<file path="src/rtl/mlrq_pkg.sv">
package mlrq_pkg;

    // Fixed field widths of the request and response transactions.
    localparam int PID_W    = 5;
    localparam int MODE_W   = 2;
    localparam int PRIO_W   = 2;
    localparam int STATUS_W = 2;

    // Operation codes carried in the mode field.
    typedef enum logic [MODE_W-1:0] {
        OP_ENQUEUE = 2'd0,
        OP_PICK    = 2'd1,
        OP_REMOVE  = 2'd2
    } mode_t;

    // Completion status codes.
    typedef enum logic [STATUS_W-1:0] {
        ST_OK         = 2'd0,
        ST_NOT_QUEUED = 2'd1,
        ST_ALREADY    = 2'd2
    } status_t;

endpackage

</file>
<file path="src/rtl/mlrq_if.sv">
// Request channel: one scheduler operation per transaction.
interface mlrq_req_if;
    logic                             valid;
    logic                             ready;
    logic [mlrq_pkg::MODE_W-1:0]      mode;
    logic [mlrq_pkg::PID_W-1:0]       process_id;
    logic [mlrq_pkg::PRIO_W-1:0]      priority_level;

    modport source (output valid, output mode, output process_id,
                    output priority_level, input ready);
    modport sink   (input valid, input mode, input process_id,
                    input priority_level, output ready);
endinterface

// Response channel: one result per request transaction.
interface mlrq_rsp_if;
    logic                             valid;
    logic                             ready;
    logic [mlrq_pkg::PID_W-1:0]       chosen_process;
    logic                             went_idle;
    logic [mlrq_pkg::STATUS_W-1:0]    status;

    modport source (output valid, output chosen_process, output went_idle,
                    output status, input ready);
    modport sink   (input valid, input chosen_process, input went_idle,
                    input status, output ready);
endinterface

</file>
<file path="src/rtl/mlrq_ram.sv">
// Single-port RAM with registered read data.
module mlrq_ram #(
    parameter int WIDTH = 8,
    parameter int DEPTH = 32
) (
    input  logic                     clk,
    input  logic                     we,
    input  logic [$clog2(DEPTH)-1:0] addr,
    input  logic [WIDTH-1:0]         wdata,
    output logic [WIDTH-1:0]         rdata
);

    logic [WIDTH-1:0] mem_reg [DEPTH];
    logic [WIDTH-1:0] rdata_reg;

    // Write port and registered read of the addressed entry.
    always_ff @(posedge clk)
    begin
        if (we)
        begin
            mem_reg[addr] <= wdata;
        end
        rdata_reg <= mem_reg[addr];
    end

    assign rdata = rdata_reg;

endmodule

</file>
<file path="src/rtl/multilevel_ready_queue.sv">
// Flow: a request is taken in S_IDLE and decoded in S_EXEC; paths that patch links (enqueue
// onto a non-empty level, pick or remove of a queued slot) pass S_LINK or S_UNLINK, then
// S_FINISH registers the result once the response is free. No new request is taken before
// that hand-off; each link RAM has one port, so reads and neighbor writes take turns.
// Reset (rst_n, asynchronous): all levels empty, idle slot not ready, no result
// pending; the link RAMs are not cleared and need no clearing pass.
module multilevel_ready_queue #(
    parameter int NUM_SLOTS  = 32,
    parameter int NUM_LEVELS = 4
) (
    input  logic           clk,
    input  logic           rst_n,
    mlrq_req_if.sink       req,
    mlrq_rsp_if.source     rsp
);

    localparam int SLOT_W = $clog2(NUM_SLOTS);
    localparam int LINK_W = $clog2(NUM_SLOTS + 1);
    localparam int LVL_W  = (NUM_LEVELS > 1) ? $clog2(NUM_LEVELS) : 1;
    localparam logic [LINK_W-1:0] LINK_NONE = LINK_W'(NUM_SLOTS);

    typedef enum logic [2:0] {
        S_IDLE,
        S_EXEC,
        S_LINK,
        S_UNLINK,
        S_FINISH
    } state_t;

    state_t state_reg, state_next;

    // Captured request and the slot being worked on.
    mlrq_pkg::mode_t                mode_reg, mode_next;
    logic [mlrq_pkg::PID_W-1:0]     pid_reg, pid_next;
    logic [LVL_W-1:0]               lvl_reg, lvl_next;
    logic [SLOT_W-1:0]              slot_reg, slot_next;

    // Result under construction.
    logic [mlrq_pkg::PID_W-1:0]     res_chosen_reg, res_chosen_next;
    logic                           res_idle_reg, res_idle_next;
    mlrq_pkg::status_t              res_status_reg, res_status_next;

    // Output register.
    logic                           rsp_valid_reg, rsp_valid_next;
    logic [mlrq_pkg::PID_W-1:0]     rsp_chosen_reg, rsp_chosen_next;
    logic                           rsp_idle_reg, rsp_idle_next;
    mlrq_pkg::status_t              rsp_status_reg, rsp_status_next;

    // Queue bookkeeping.
    logic [SLOT_W-1:0]              head_reg [NUM_LEVELS];
    logic [SLOT_W-1:0]              head_next [NUM_LEVELS];
    logic [SLOT_W-1:0]              tail_reg [NUM_LEVELS];
    logic [SLOT_W-1:0]              tail_next [NUM_LEVELS];
    logic [NUM_LEVELS-1:0]          nonempty_reg, nonempty_next;
    logic [NUM_SLOTS-1:0]           queued_reg, queued_next;
    logic                           idle_ready_reg, idle_ready_next;

    // Link and level RAM ports.
    logic                           nl_we, pl_we, lv_we;
    logic [SLOT_W-1:0]              nl_addr, pl_addr, lv_addr;
    logic [LINK_W-1:0]              nl_wdata, pl_wdata, nl_rdata, pl_rdata;
    logic [LVL_W-1:0]               lv_wdata, lv_rdata;

    // Decoded helpers.
    logic [LVL_W-1:0]               req_lvl_sat;
    logic [SLOT_W-1:0]              pid_slot;
    logic                           pid_in_range;
    logic                           pid_queued;
    logic [LVL_W-1:0]               top_lvl;
    logic                           any_nonempty;
    logic [SLOT_W-1:0]              exec_addr;
    logic                           prev_valid, next_valid;
    logic                           rsp_free;

    mlrq_ram #(.WIDTH(LINK_W), .DEPTH(NUM_SLOTS)) u_next_ram (
        .clk   (clk),
        .we    (nl_we),
        .addr  (nl_addr),
        .wdata (nl_wdata),
        .rdata (nl_rdata)
    );

    mlrq_ram #(.WIDTH(LINK_W), .DEPTH(NUM_SLOTS)) u_prev_ram (
        .clk   (clk),
        .we    (pl_we),
        .addr  (pl_addr),
        .wdata (pl_wdata),
        .rdata (pl_rdata)
    );

    mlrq_ram #(.WIDTH(LVL_W), .DEPTH(NUM_SLOTS)) u_level_ram (
        .clk   (clk),
        .we    (lv_we),
        .addr  (lv_addr),
        .wdata (lv_wdata),
        .rdata (lv_rdata)
    );

    // Saturate the requested level to the levels that exist.
    assign req_lvl_sat = (32'(req.priority_level) >= NUM_LEVELS)
                         ? LVL_W'(NUM_LEVELS - 1) : LVL_W'(req.priority_level);

    assign pid_slot     = SLOT_W'(pid_reg);
    assign pid_in_range = (32'(pid_reg) < NUM_SLOTS);
    assign pid_queued   = pid_in_range && queued_reg[pid_slot];

    // Highest non-empty level; the later match wins.
    always_comb
    begin
        top_lvl = '0;
        for (int i = 0; i < NUM_LEVELS; i++)
        begin
            if (nonempty_reg[i])
            begin
                top_lvl = LVL_W'(i);
            end
        end
    end

    assign any_nonempty = |nonempty_reg;
    assign exec_addr    = (mode_reg == mlrq_pkg::OP_PICK) ? head_reg[top_lvl] : pid_slot;
    assign prev_valid   = (pl_rdata != LINK_NONE);
    assign next_valid   = (nl_rdata != LINK_NONE);
    assign rsp_free     = !rsp_valid_reg || rsp.ready;

    assign req.ready          = (state_reg == S_IDLE);
    assign rsp.valid          = rsp_valid_reg;
    assign rsp.chosen_process = rsp_chosen_reg;
    assign rsp.went_idle      = rsp_idle_reg;
    assign rsp.status         = rsp_status_reg;

    // Sequencer: decode, link RAM writes, unlink, and result hand-off.
    always_comb
    begin
        state_next      = state_reg;
        mode_next       = mode_reg;
        pid_next        = pid_reg;
        lvl_next        = lvl_reg;
        slot_next       = slot_reg;
        res_chosen_next = res_chosen_reg;
        res_idle_next   = res_idle_reg;
        res_status_next = res_status_reg;
        rsp_valid_next  = rsp_valid_reg && !rsp.ready;
        rsp_chosen_next = rsp_chosen_reg;
        rsp_idle_next   = rsp_idle_reg;
        rsp_status_next = rsp_status_reg;
        head_next       = head_reg;
        tail_next       = tail_reg;
        nonempty_next   = nonempty_reg;
        queued_next     = queued_reg;
        idle_ready_next = idle_ready_reg;

        nl_we    = 1'b0;
        pl_we    = 1'b0;
        lv_we    = 1'b0;
        nl_addr  = exec_addr;
        pl_addr  = exec_addr;
        lv_addr  = exec_addr;
        nl_wdata = LINK_NONE;
        pl_wdata = LINK_NONE;
        lv_wdata = lvl_reg;

        unique case (state_reg)
            S_IDLE:
            begin
                if (req.valid)
                begin
                    mode_next  = mlrq_pkg::mode_t'(req.mode);
                    pid_next   = req.process_id;
                    lvl_next   = req_lvl_sat;
                    state_next = S_EXEC;
                end
            end

            S_EXEC:
            begin
                res_chosen_next = pid_reg;
                res_idle_next   = 1'b0;
                res_status_next = mlrq_pkg::ST_OK;
                state_next      = S_FINISH;
                case (mode_reg)
                    mlrq_pkg::OP_ENQUEUE:
                    begin
                        if (pid_reg == '0)
                        begin
                            // The idle slot only carries a ready mark.
                            if (idle_ready_reg)
                            begin
                                res_status_next = mlrq_pkg::ST_ALREADY;
                            end
                            idle_ready_next = 1'b1;
                        end
                        else if (!pid_in_range)
                        begin
                            res_status_next = mlrq_pkg::ST_NOT_QUEUED;
                        end
                        else if (pid_queued)
                        begin
                            res_status_next = mlrq_pkg::ST_ALREADY;
                        end
                        else
                        begin
                            // New tail: no successor, predecessor is the old tail, if any.
                            slot_next              = pid_slot;
                            nl_we                  = 1'b1;
                            pl_we                  = 1'b1;
                            lv_we                  = 1'b1;
                            pl_wdata               = nonempty_reg[lvl_reg]
                                                     ? LINK_W'(tail_reg[lvl_reg]) : LINK_NONE;
                            queued_next[pid_slot]  = 1'b1;
                            if (nonempty_reg[lvl_reg])
                            begin
                                state_next = S_LINK;
                            end
                            else
                            begin
                                head_next[lvl_reg]     = pid_slot;
                                tail_next[lvl_reg]     = pid_slot;
                                nonempty_next[lvl_reg] = 1'b1;
                            end
                        end
                    end

                    mlrq_pkg::OP_PICK:
                    begin
                        if (any_nonempty)
                        begin
                            // Links of the head come back next cycle.
                            res_chosen_next = mlrq_pkg::PID_W'(head_reg[top_lvl]);
                            slot_next       = head_reg[top_lvl];
                            state_next      = S_UNLINK;
                        end
                        else
                        begin
                            res_chosen_next = '0;
                            res_idle_next   = 1'b1;
                            idle_ready_next = 1'b0;
                        end
                    end

                    mlrq_pkg::OP_REMOVE:
                    begin
                        if (pid_reg == '0)
                        begin
                            if (!idle_ready_reg)
                            begin
                                res_status_next = mlrq_pkg::ST_NOT_QUEUED;
                            end
                            idle_ready_next = 1'b0;
                        end
                        else if (!pid_queued)
                        begin
                            res_status_next = mlrq_pkg::ST_NOT_QUEUED;
                        end
                        else
                        begin
                            slot_next  = pid_slot;
                            state_next = S_UNLINK;
                        end
                    end

                    default:
                    begin
                    end
                endcase
            end

            S_LINK:
            begin
                // Point the old tail forward at the new slot.
                nl_we              = 1'b1;
                nl_addr            = tail_reg[lvl_reg];
                nl_wdata           = LINK_W'(slot_reg);
                tail_next[lvl_reg] = slot_reg;
                state_next         = S_FINISH;
            end

            S_UNLINK:
            begin
                // Bridge the neighbors, or move the head and tail of the level.
                if (prev_valid)
                begin
                    nl_we    = 1'b1;
                    nl_addr  = SLOT_W'(pl_rdata);
                    nl_wdata = nl_rdata;
                end
                else
                begin
                    head_next[lv_rdata] = next_valid ? SLOT_W'(nl_rdata) : '0;
                end
                if (next_valid)
                begin
                    pl_we    = 1'b1;
                    pl_addr  = SLOT_W'(nl_rdata);
                    pl_wdata = pl_rdata;
                end
                else
                begin
                    tail_next[lv_rdata] = prev_valid ? SLOT_W'(pl_rdata) : '0;
                end
                if (!prev_valid && !next_valid)
                begin
                    nonempty_next[lv_rdata] = 1'b0;
                end
                queued_next[slot_reg] = 1'b0;
                state_next            = S_FINISH;
            end

            S_FINISH:
            begin
                if (rsp_free)
                begin
                    rsp_valid_next  = 1'b1;
                    rsp_chosen_next = res_chosen_reg;
                    rsp_idle_next   = res_idle_reg;
                    rsp_status_next = res_status_reg;
                    state_next      = S_IDLE;
                end
            end

            default:
            begin
                state_next = S_IDLE;
            end
        endcase
    end

    // State, queue bookkeeping and output valid.
    always_ff @(posedge clk or negedge rst_n)
    begin
        if (!rst_n)
        begin
            state_reg      <= S_IDLE;
            rsp_valid_reg  <= 1'b0;
            nonempty_reg   <= '0;
            queued_reg     <= '0;
            idle_ready_reg <= 1'b0;
            for (int i = 0; i < NUM_LEVELS; i++)
            begin
                head_reg[i] <= '0;
                tail_reg[i] <= '0;
            end
        end
        else
        begin
            state_reg      <= state_next;
            rsp_valid_reg  <= rsp_valid_next;
            nonempty_reg   <= nonempty_next;
            queued_reg     <= queued_next;
            idle_ready_reg <= idle_ready_next;
            head_reg       <= head_next;
            tail_reg       <= tail_next;
        end
    end

    // Payload registers.
    always_ff @(posedge clk)
    begin
        mode_reg       <= mode_next;
        pid_reg        <= pid_next;
        lvl_reg        <= lvl_next;
        slot_reg       <= slot_next;
        res_chosen_reg <= res_chosen_next;
        res_idle_reg   <= res_idle_next;
        res_status_reg <= res_status_next;
        rsp_chosen_reg <= rsp_chosen_next;
        rsp_idle_reg   <= rsp_idle_next;
        rsp_status_reg <= rsp_status_next;
    end

endmodule

</file>
<file path="src/flat_wrapper.sv">
// flat-port wrapper written by rule: the top's interface ports become plain ports
module multilevel_ready_queue_flat 
#(
    parameter int NUM_SLOTS  = 32,
    parameter int NUM_LEVELS = 4
)
  (clk, rst_n, req_valid, req_mode, req_process_id, req_priority_level, req_ready, rsp_valid, rsp_chosen_process, rsp_went_idle, rsp_status, rsp_ready);
  mlrq_req_if req_i ();
  mlrq_rsp_if rsp_i ();
  input  logic clk;
  input  logic rst_n;
  input wire logic [$bits(req_i.valid)-1:0] req_valid;
  input wire logic [$bits(req_i.mode)-1:0] req_mode;
  input wire logic [$bits(req_i.process_id)-1:0] req_process_id;
  input wire logic [$bits(req_i.priority_level)-1:0] req_priority_level;
  output wire logic [$bits(req_i.ready)-1:0] req_ready;
  output wire logic [$bits(rsp_i.valid)-1:0] rsp_valid;
  output wire logic [$bits(rsp_i.chosen_process)-1:0] rsp_chosen_process;
  output wire logic [$bits(rsp_i.went_idle)-1:0] rsp_went_idle;
  output wire logic [$bits(rsp_i.status)-1:0] rsp_status;
  input wire logic [$bits(rsp_i.ready)-1:0] rsp_ready;
  assign req_i.valid = req_valid;
  assign req_i.mode = req_mode;
  assign req_i.process_id = req_process_id;
  assign req_i.priority_level = req_priority_level;
  assign req_ready = req_i.ready;
  assign rsp_valid = rsp_i.valid;
  assign rsp_chosen_process = rsp_i.chosen_process;
  assign rsp_went_idle = rsp_i.went_idle;
  assign rsp_status = rsp_i.status;
  assign rsp_i.ready = rsp_ready;
  multilevel_ready_queue #(.NUM_SLOTS(NUM_SLOTS), .NUM_LEVELS(NUM_LEVELS)) u_core (.clk(clk), .rst_n(rst_n), .req(req_i), .rsp(rsp_i));
endmodule
</file>
<file path="config.mk">
export PLATFORM = sky130hd
export DESIGN_NAME = multilevel_ready_queue_flat
export DESIGN_NICKNAME = d
export VERILOG_FILES = /design/src/rtl/mlrq_pkg.sv /design/src/rtl/mlrq_if.sv /design/src/rtl/mlrq_ram.sv /design/src/rtl/multilevel_ready_queue.sv /design/src/flat_wrapper.sv
export SDC_FILE = /design/constraint.sdc
export NUM_CORES = 1
export LEC_CHECK = 0
export BUFFER_PORTS_ARGS = -buffer_cell sky130_fd_sc_hd__buf_4
export CORE_MARGIN = 5
export CORE_UTILIZATION = 57
export CTS_CLUSTER_DIAMETER = 40
export DETAILED_ROUTE_END_ITERATION = 10
export PLACE_DENSITY_LB_ADDON = 0.25
export SLEW_MARGIN = 0
export SYNTH_ARGS = -nofsm -noshare
export SYNTH_HDL_FRONTEND = slang
export SYNTH_HIERARCHICAL = 1
export SYNTH_SLANG_ARGS = --single-unit
</file>
<file path="constraint.sdc">
create_clock -name clk -period 3.77 [get_ports clk]
set_input_delay 0.5655 -clock clk [delete_from_list [all_inputs] [get_ports clk]]
set_output_delay 0.5655 -clock clk [all_outputs]
set_load 0.01 [all_outputs]
</file>
==> metrics, run 1 <==
switching part of the total power 30.7%; crit path capture type flop; post-synth top area cell edfxtp_1; GR Overflow Total 0; mapped cell area 0.0247 mm²; Fill cells 3,085; cell area power density 689 mW/mm²; Net Count, Synth 1,732; P_sw 6.03 mW; top cell type's share of synthesized area 58.2%; area of the multi-input gates 0.00746 mm²; MaxCap Viol Count 0; max_slew headroom 28.0%; # nets final 1,828; FF-to-FF Start u_core/pid_reg[1]; die width 218 µm; drt first-iter violations 1,587; placed cells 2,320; count leader, synth edfxtp_1; R2R Path End u_core/u_prev_ram/mem_reg[12][5]; slowest stage cell on the critical path edfxtp_1; num ports 23; CTS tree built; clk buf depth 3; Seq/Total Area, Yosys 67.6%; die area 0.0475 mm²; largest net degree at the start of global routing 82; worst path cell trace or3_1 > o32ai_1 > nor4_2 > o2111ai_2 > or4_4 > nand2_1 > or3b_1 > nor2_1; dpl cell area 0.0260 mm²; synth top area cells edfxtp_1 58%, mux2i_1 9.9%, dfrtp_1 8.2%; CTS buffer count 72; CP Launch Type flop; H-tree depth 3; drt wl/cell 22.9 µm; Worst VDD drop 0.000370 V; clk root buf clkbuf_16; vias in the first global route 15.4k; clk_lat worst skew 600 ps; fin. max-slew vios 0; Syn Inst Count 1,715; Num Clock Sinks 573; async set-reset flop share out of synthesis 14.1%; reg2reg path depth 8; All-Layer GR Usage 23.6%; Fin. Hold Viols 0; clock skew 29.6 ps; syn avg cell area 14.4 µm²; critical path type flop to flop; finished layout cell area 0.0285 mm²; Hold-fix buffers, CTS 0; Fmax achieved 278 MHz; Post-synth EDFFs 478; share of layout cells above drive strength 1 17.8%; worst-path maximum fanout 20; total number of yosys warnings 6; Core Region 0.0430 mm²; # diodes 0; TritonRoute pass-1 iters 5; number of buffers added on ports 22; ys flop type edfxtp_1; reg-to-reg slack, setup 170 ps; Leak Pwr 10.5 nW; clock-pin slew on the worst setup and hold paths 60 ps; antenna viol nets, final 0; Slew @ Worst Pin 1080 ps; DIE HEIGHT 218 µm; via count 15.4k; Finished Layout Cells 2,453; status finished clean; hold crit path type primary input to asynchronous set/reset pin; vias per cell 6.30; Setup-failing EPs final 0; CP arrival 3820 ps; starting density of the core 57.4%; Synth cell types 61; CP bufs+invs 0; power share of the combinational group 24.8%; antenna violations before repair 1; synth-to-layout area growth 15.5%; Cell Int Power 13.6 mW; Clk pwr share 35.1%; RSZ-0062 raised after global routing yes; GPL Wtd Cong 0.950; Crit path required time 3990 ps; row count 76; first-pass GRT wire length 87.8 mm; Final period util 95.5%; Tmin final 3600 ps; #FFs+latches synth 573; CP top delay family simple AND/OR/NAND/NOR gates; DP Wirelength 36.5 mm; sequential cell area 0.0167 mm²; drt drc 0; wirelength, routed 56.1 mm; Final Hold Slack 144 ps; max incr delay on CP 700 ps; synth cell count leaders 478 x edfxtp_1, 243 x mux2i_1, 116 x nor2_1; Reg power frac 40.2%
cell families (layout without fill, tap and decap cells):
kind of cell,count (synthesis),count (layout),share of synthesized area [%]
AND/OR/NAND/NOR,395,395,8.63
adder cells (fa/ha/maj),4,4,0.203
buffers and inverters,128,281,2.59
flip-flops,573,573,67.6
multiplexers,281,281,12.2
AO/OA/AOI/OAI,334,334,8.80
repair_timing:
action,in CTS,in global routing
setup endpoints to repair,0,167
setup buffers,0,2
resized for setup,0,14
final cells by class:
type / instances / area share [%]
clock inverters: 44 / 1.79
well taps: 585 / 2.57
repair buffers: 136 / 3.98
inverters: 14 / 0.184
flip-flops and latches: 573 / 58.5
multi-input cells: 1014 / 26.2
clock buffers: 87 / 6.82
stage by stage:
stage               TNS (ps)  total power [mW]  setup slack, ps  util (%)
global route            -651              20.4            -64.0      66.3
CTS                        0              19.6             83.2      66.1
floorplan                  0              11.2             80.4         -
global placement           0              12.6              156      60.4
detailed placement         0              12.7              115      60.4
finish                     0              19.6              170      66.3
worst register-to-register path, stage by stage, from the launching register on:
cell       delay (ps)
edfxtp_1          700
or3_1             210
o32ai_1           100
nor4_2            290
o2111ai_2         270
or4_4             490
nand2_1           160
or3b_1            550
nor2_1            470
placed cells by master (no fill, tap or decap), types with 17 or more instances in the layout:
cell type and n:
nand3_1 50, clkbuf_16 75, o22ai_1 114, dfrtp_1 81, nor3_1 17, edfxtp_1 478, o21ai_0 74, a22o_1 24
nand3b_1 21, o31ai_1 37, nand2_1 67, buf_4 127, nor4_1 30, mux2i_1 243, mux2_2 25, nor2_1 103
routing by layer:
| layer | part of all wire, % | routed length (µm) | GRT usage (%) | vias to the layer above |
|---|---|---|---|---|
| met5 | 0.020 | 11 | 0 | - |
| met3 | 8.5 | 4750 | 5.79 | 100 |
| li1 | - | - | - | 6949 |
| met4 | 2.2 | 1230 | 6.34 | 2 |
| met1 | 42 | 23700 | 33.0 | 7746 |
| met2 | 47 | 26500 | 37.8 | 646 |
power groups by stage:
stage	registers (mW)	clock network [mW]	logic [mW]
after floorplan	7.83	0	3.33
after global placement	7.98	0	4.65
after detailed placement	7.99	0	4.72
after CTS	7.87	7.00	4.75
after global routing	7.92	7.33	5.17
final	7.89	6.88	4.86
how the worst max path moves through the flow:
stage                       start                               end  slack [ps]  depth (start not counted)
4_1_cts        u_core/mode_reg[1]        u_core/u_prev_ram/rdata[1]          80                         11
5_1_grt         u_core/pid_reg[0]  u_core/u_prev_ram/mem_reg[12][0]         -60                          9
3_5_place_dp   u_core/mode_reg[1]        u_core/u_prev_ram/rdata[1]         110                         11
6_report        u_core/pid_reg[1]  u_core/u_prev_ram/mem_reg[12][5]         170                          8
2_1_floorplan  u_core/lv_wdata[0]  u_core/u_next_ram/mem_reg[25][0]          80                          9
3_3_place_gp   u_core/mode_reg[1]        u_core/u_prev_ram/rdata[1]         160                         11
No activity file was read; power rests on OpenSTA's default activity.
==> run 2, diff against run 1 <==
GPL_ROUTABILITY_DRIVEN = 0   (was not set)
SYNTH_HIERARCHICAL = not set   (was 1)
==> run 2 against run 1 <==
  * Routed wire length grew 16%
  * Die area grew 0.74%
  * Area after synthesis grew 0.78%
  * Cell count grew 12%
  * Via count grew 14%
  * Critical path type unchanged
  * Register-to-register slack lost 110 ps
  * Clock skew shrank 7.0 ps
  * Maximum frequency shrank 3.0%
  * Clock power is essentially flat
==> metrics, run 2 <==
Final Hold Slack 122 ps; synth cell count leaders 478 x edfxtp_1, 290 x nand2_1, 165 x nor2_1; clock-pin slew on the worst setup and hold paths 60 ps; Tmin final 3710 ps; worst-path maximum fanout 14; finished layout cell area 0.0290 mm²; CTS tree built; TritonRoute pass-1 iters 6; top cell type's share of synthesized area 57.7%; Final period util 98.5%; largest net degree at the start of global routing 82; Core Region 0.0431 mm²; Fin. Hold Viols 0; Net Count, Synth 1,987; synth-to-layout area growth 16.8%; CP top delay family simple AND/OR/NAND/NOR gates; ys flop type edfxtp_1; first-pass GRT wire length 101 mm; async set-reset flop share out of synthesis 14.1%; die width 219 µm; num ports 23; max incr delay on CP 580 ps; count leader, synth edfxtp_1; drt wl/cell 23.8 µm; die area 0.0479 mm²; post-synth top area cell edfxtp_1; synth top area cells edfxtp_1 58%, dfrtp_1 8.2%, nand2_1 4.4%; syn avg cell area 12.6 µm²; CP Launch Type flop; #FFs+latches synth 573; MaxCap Viol Count 0; Post-synth EDFFs 478; clk_lat worst skew 610 ps; CP bufs+invs 2; Leak Pwr 10.7 nW; Syn Inst Count 1,970; wirelength, routed 65.2 mm; drt first-iter violations 2,328; Crit path required time 4220 ps; share of layout cells above drive strength 1 17.0%; via count 17.6k; Synth cell types 78; max_slew headroom 28.1%; CP arrival 4170 ps; CTS buffer count 73; most frequent cells in the layout 478 x edfxtp_1, 289 x nand2_1, 174 x buf_4, 164 x nor2_1; number of buffers added on ports 22; RSZ-0062 raised after global routing no; antenna viol nets, final 0; cell area power density 736 mW/mm²; mapped cell area 0.0249 mm²; dpl cell area 0.0266 mm²; DP Wirelength 41.8 mm; clk root buf clkbuf_16; DIE HEIGHT 219 µm; total power 21.4 mW; vias in the first global route 17.2k; Slew @ Worst Pin 1080 ps; Fin Setup TNS 0 ps; fin. max-slew vios 0; antenna violations before repair 1; fin worst setup slack 58.0 ps; Seq/Total Area, Yosys 67.0%; clock skew 22.6 ps; worst path cell trace buf_4 > and3b_1 > o21ai_2 > buf_4 > a31oi_1 > nand2b_1 > a211oi_1 > nor4_1 > nand4_1; cell repeated most along the worst path buf_4; pre-CTS setup slack 185 ps; critical path type flop to flop; hold crit path type primary input to asynchronous set/reset pin; status finished clean; Setup-failing EPs final 0; Fmax achieved 269 MHz; drt drc 0; # nets final 2,119; vias per cell 6.40; total number of yosys warnings 0; # diodes 0; starting density of the core 57.7%; clk buf depth 3; Num Clock Sinks 573; commonest non-fill, non-tap cell in the layout edfxtp_1; slowest stage cell on the critical path and3b_1; GR Overflow Total 0; H-tree depth 3; Worst VDD drop 0.000434 V; crit path capture type flop; row count 76; All-Layer GR Usage 27.2%
run 2: changes by cell type in the layout (fill, tap and decap cells not counted), moves of 21 or more:
cell and change:
a211oi_1 +57, a21oi_1 +53, a31oi_1 +35, and2_1 +27, buf_4 +47, mux2_2 -23
mux2i_1 -150, nand2_1 +222, nand3_1 +43, nor2_1 +61, nor2b_1 +22, nor3_1 +21
o22ai_1 -95, o31ai_1 -35
run 2: final timing paths:
check	start	endpoint	slack [ps]	cells after the start
worst max-delay path	u_core.state_reg[1]	u_core.u_prev_ram.rdata[5]	60	9
worst min-delay path	rst_n	u_core.head_reg[16]	120	1
worst max register to register	u_core.state_reg[1]	u_core.u_prev_ram.rdata[5]	60	9
worst min register to register	u_core.res_chosen_reg[2]	u_core.rsp.chosen_process[2]	420	0
max in group asynchronous	rst_n	u_core.tail_reg[7]	2910	1
min in group clk	req_priority_level[1]	u_core.lv_wdata[1]	140	1
run 2: power breakdown:
group / leakage [nW] / internal, mW / switching, mW
Combinational: 3.60 / 2.24 / 4.03
Clock: 1.19 / 4.12 / 2.77
Sequential: 5.87 / 7.61 / 0.605
Total: 10.7 / 14.0 / 7.40
run 2: layout make-up:
cell class                 count  area, µm²
multi-input combinational   1261       7690
clock inverter                52        554
tap                          585        732
sequential                   573      16700
fill                        3023      14000
clock buffer                  82       1890
timing repair buffer         182       1470
inverter                      11       41.3
run 2: kinds of logic after synthesis:
logic type,after synthesis,synth area share [%]
fa+ha+maj,4,0.201
mux,119,6.01
compound gates,385,10.5
flops,573,67.0
simple gates,753,13.9
buf+inv,136,2.29
run 2: worst register-to-register path, delay by kind of cell (launching register included):
family	cells	cell delay [ps]
DFF	1	560
and+or+nand+nor	4	1680
buffers and inverters	2	440
AOI/OAI and AO/OA	3	890
run 2: timing repair:
| action | in CTS | in global routing |
|---|---|---|
| gates resized for setup | 0 | 1 |
| hold buffers | 0 | 0 |
| setup buffers | 0 | 1 |
| endpoints found under the setup margin | 0 | 71 |
run 2: layer usage:
metal  up-vias  track usage [%]  wire length, µm
met3       165             5.15             6290
li1       7717                -                -
met5         -                0               13
met4         2             9.78             2060
met1      8624             38.2            25900
met2      1054             43.2            30900
run 2: per-stage QoR:
stage / utilization (%) / cells
finish: 67.4 / 2746
global route: 67.4 / 2746
CTS: 67.4 / 2745
detailed placement: 61.7 / 2611
global placement: 61.7 / 2611
floorplan: - / 1970
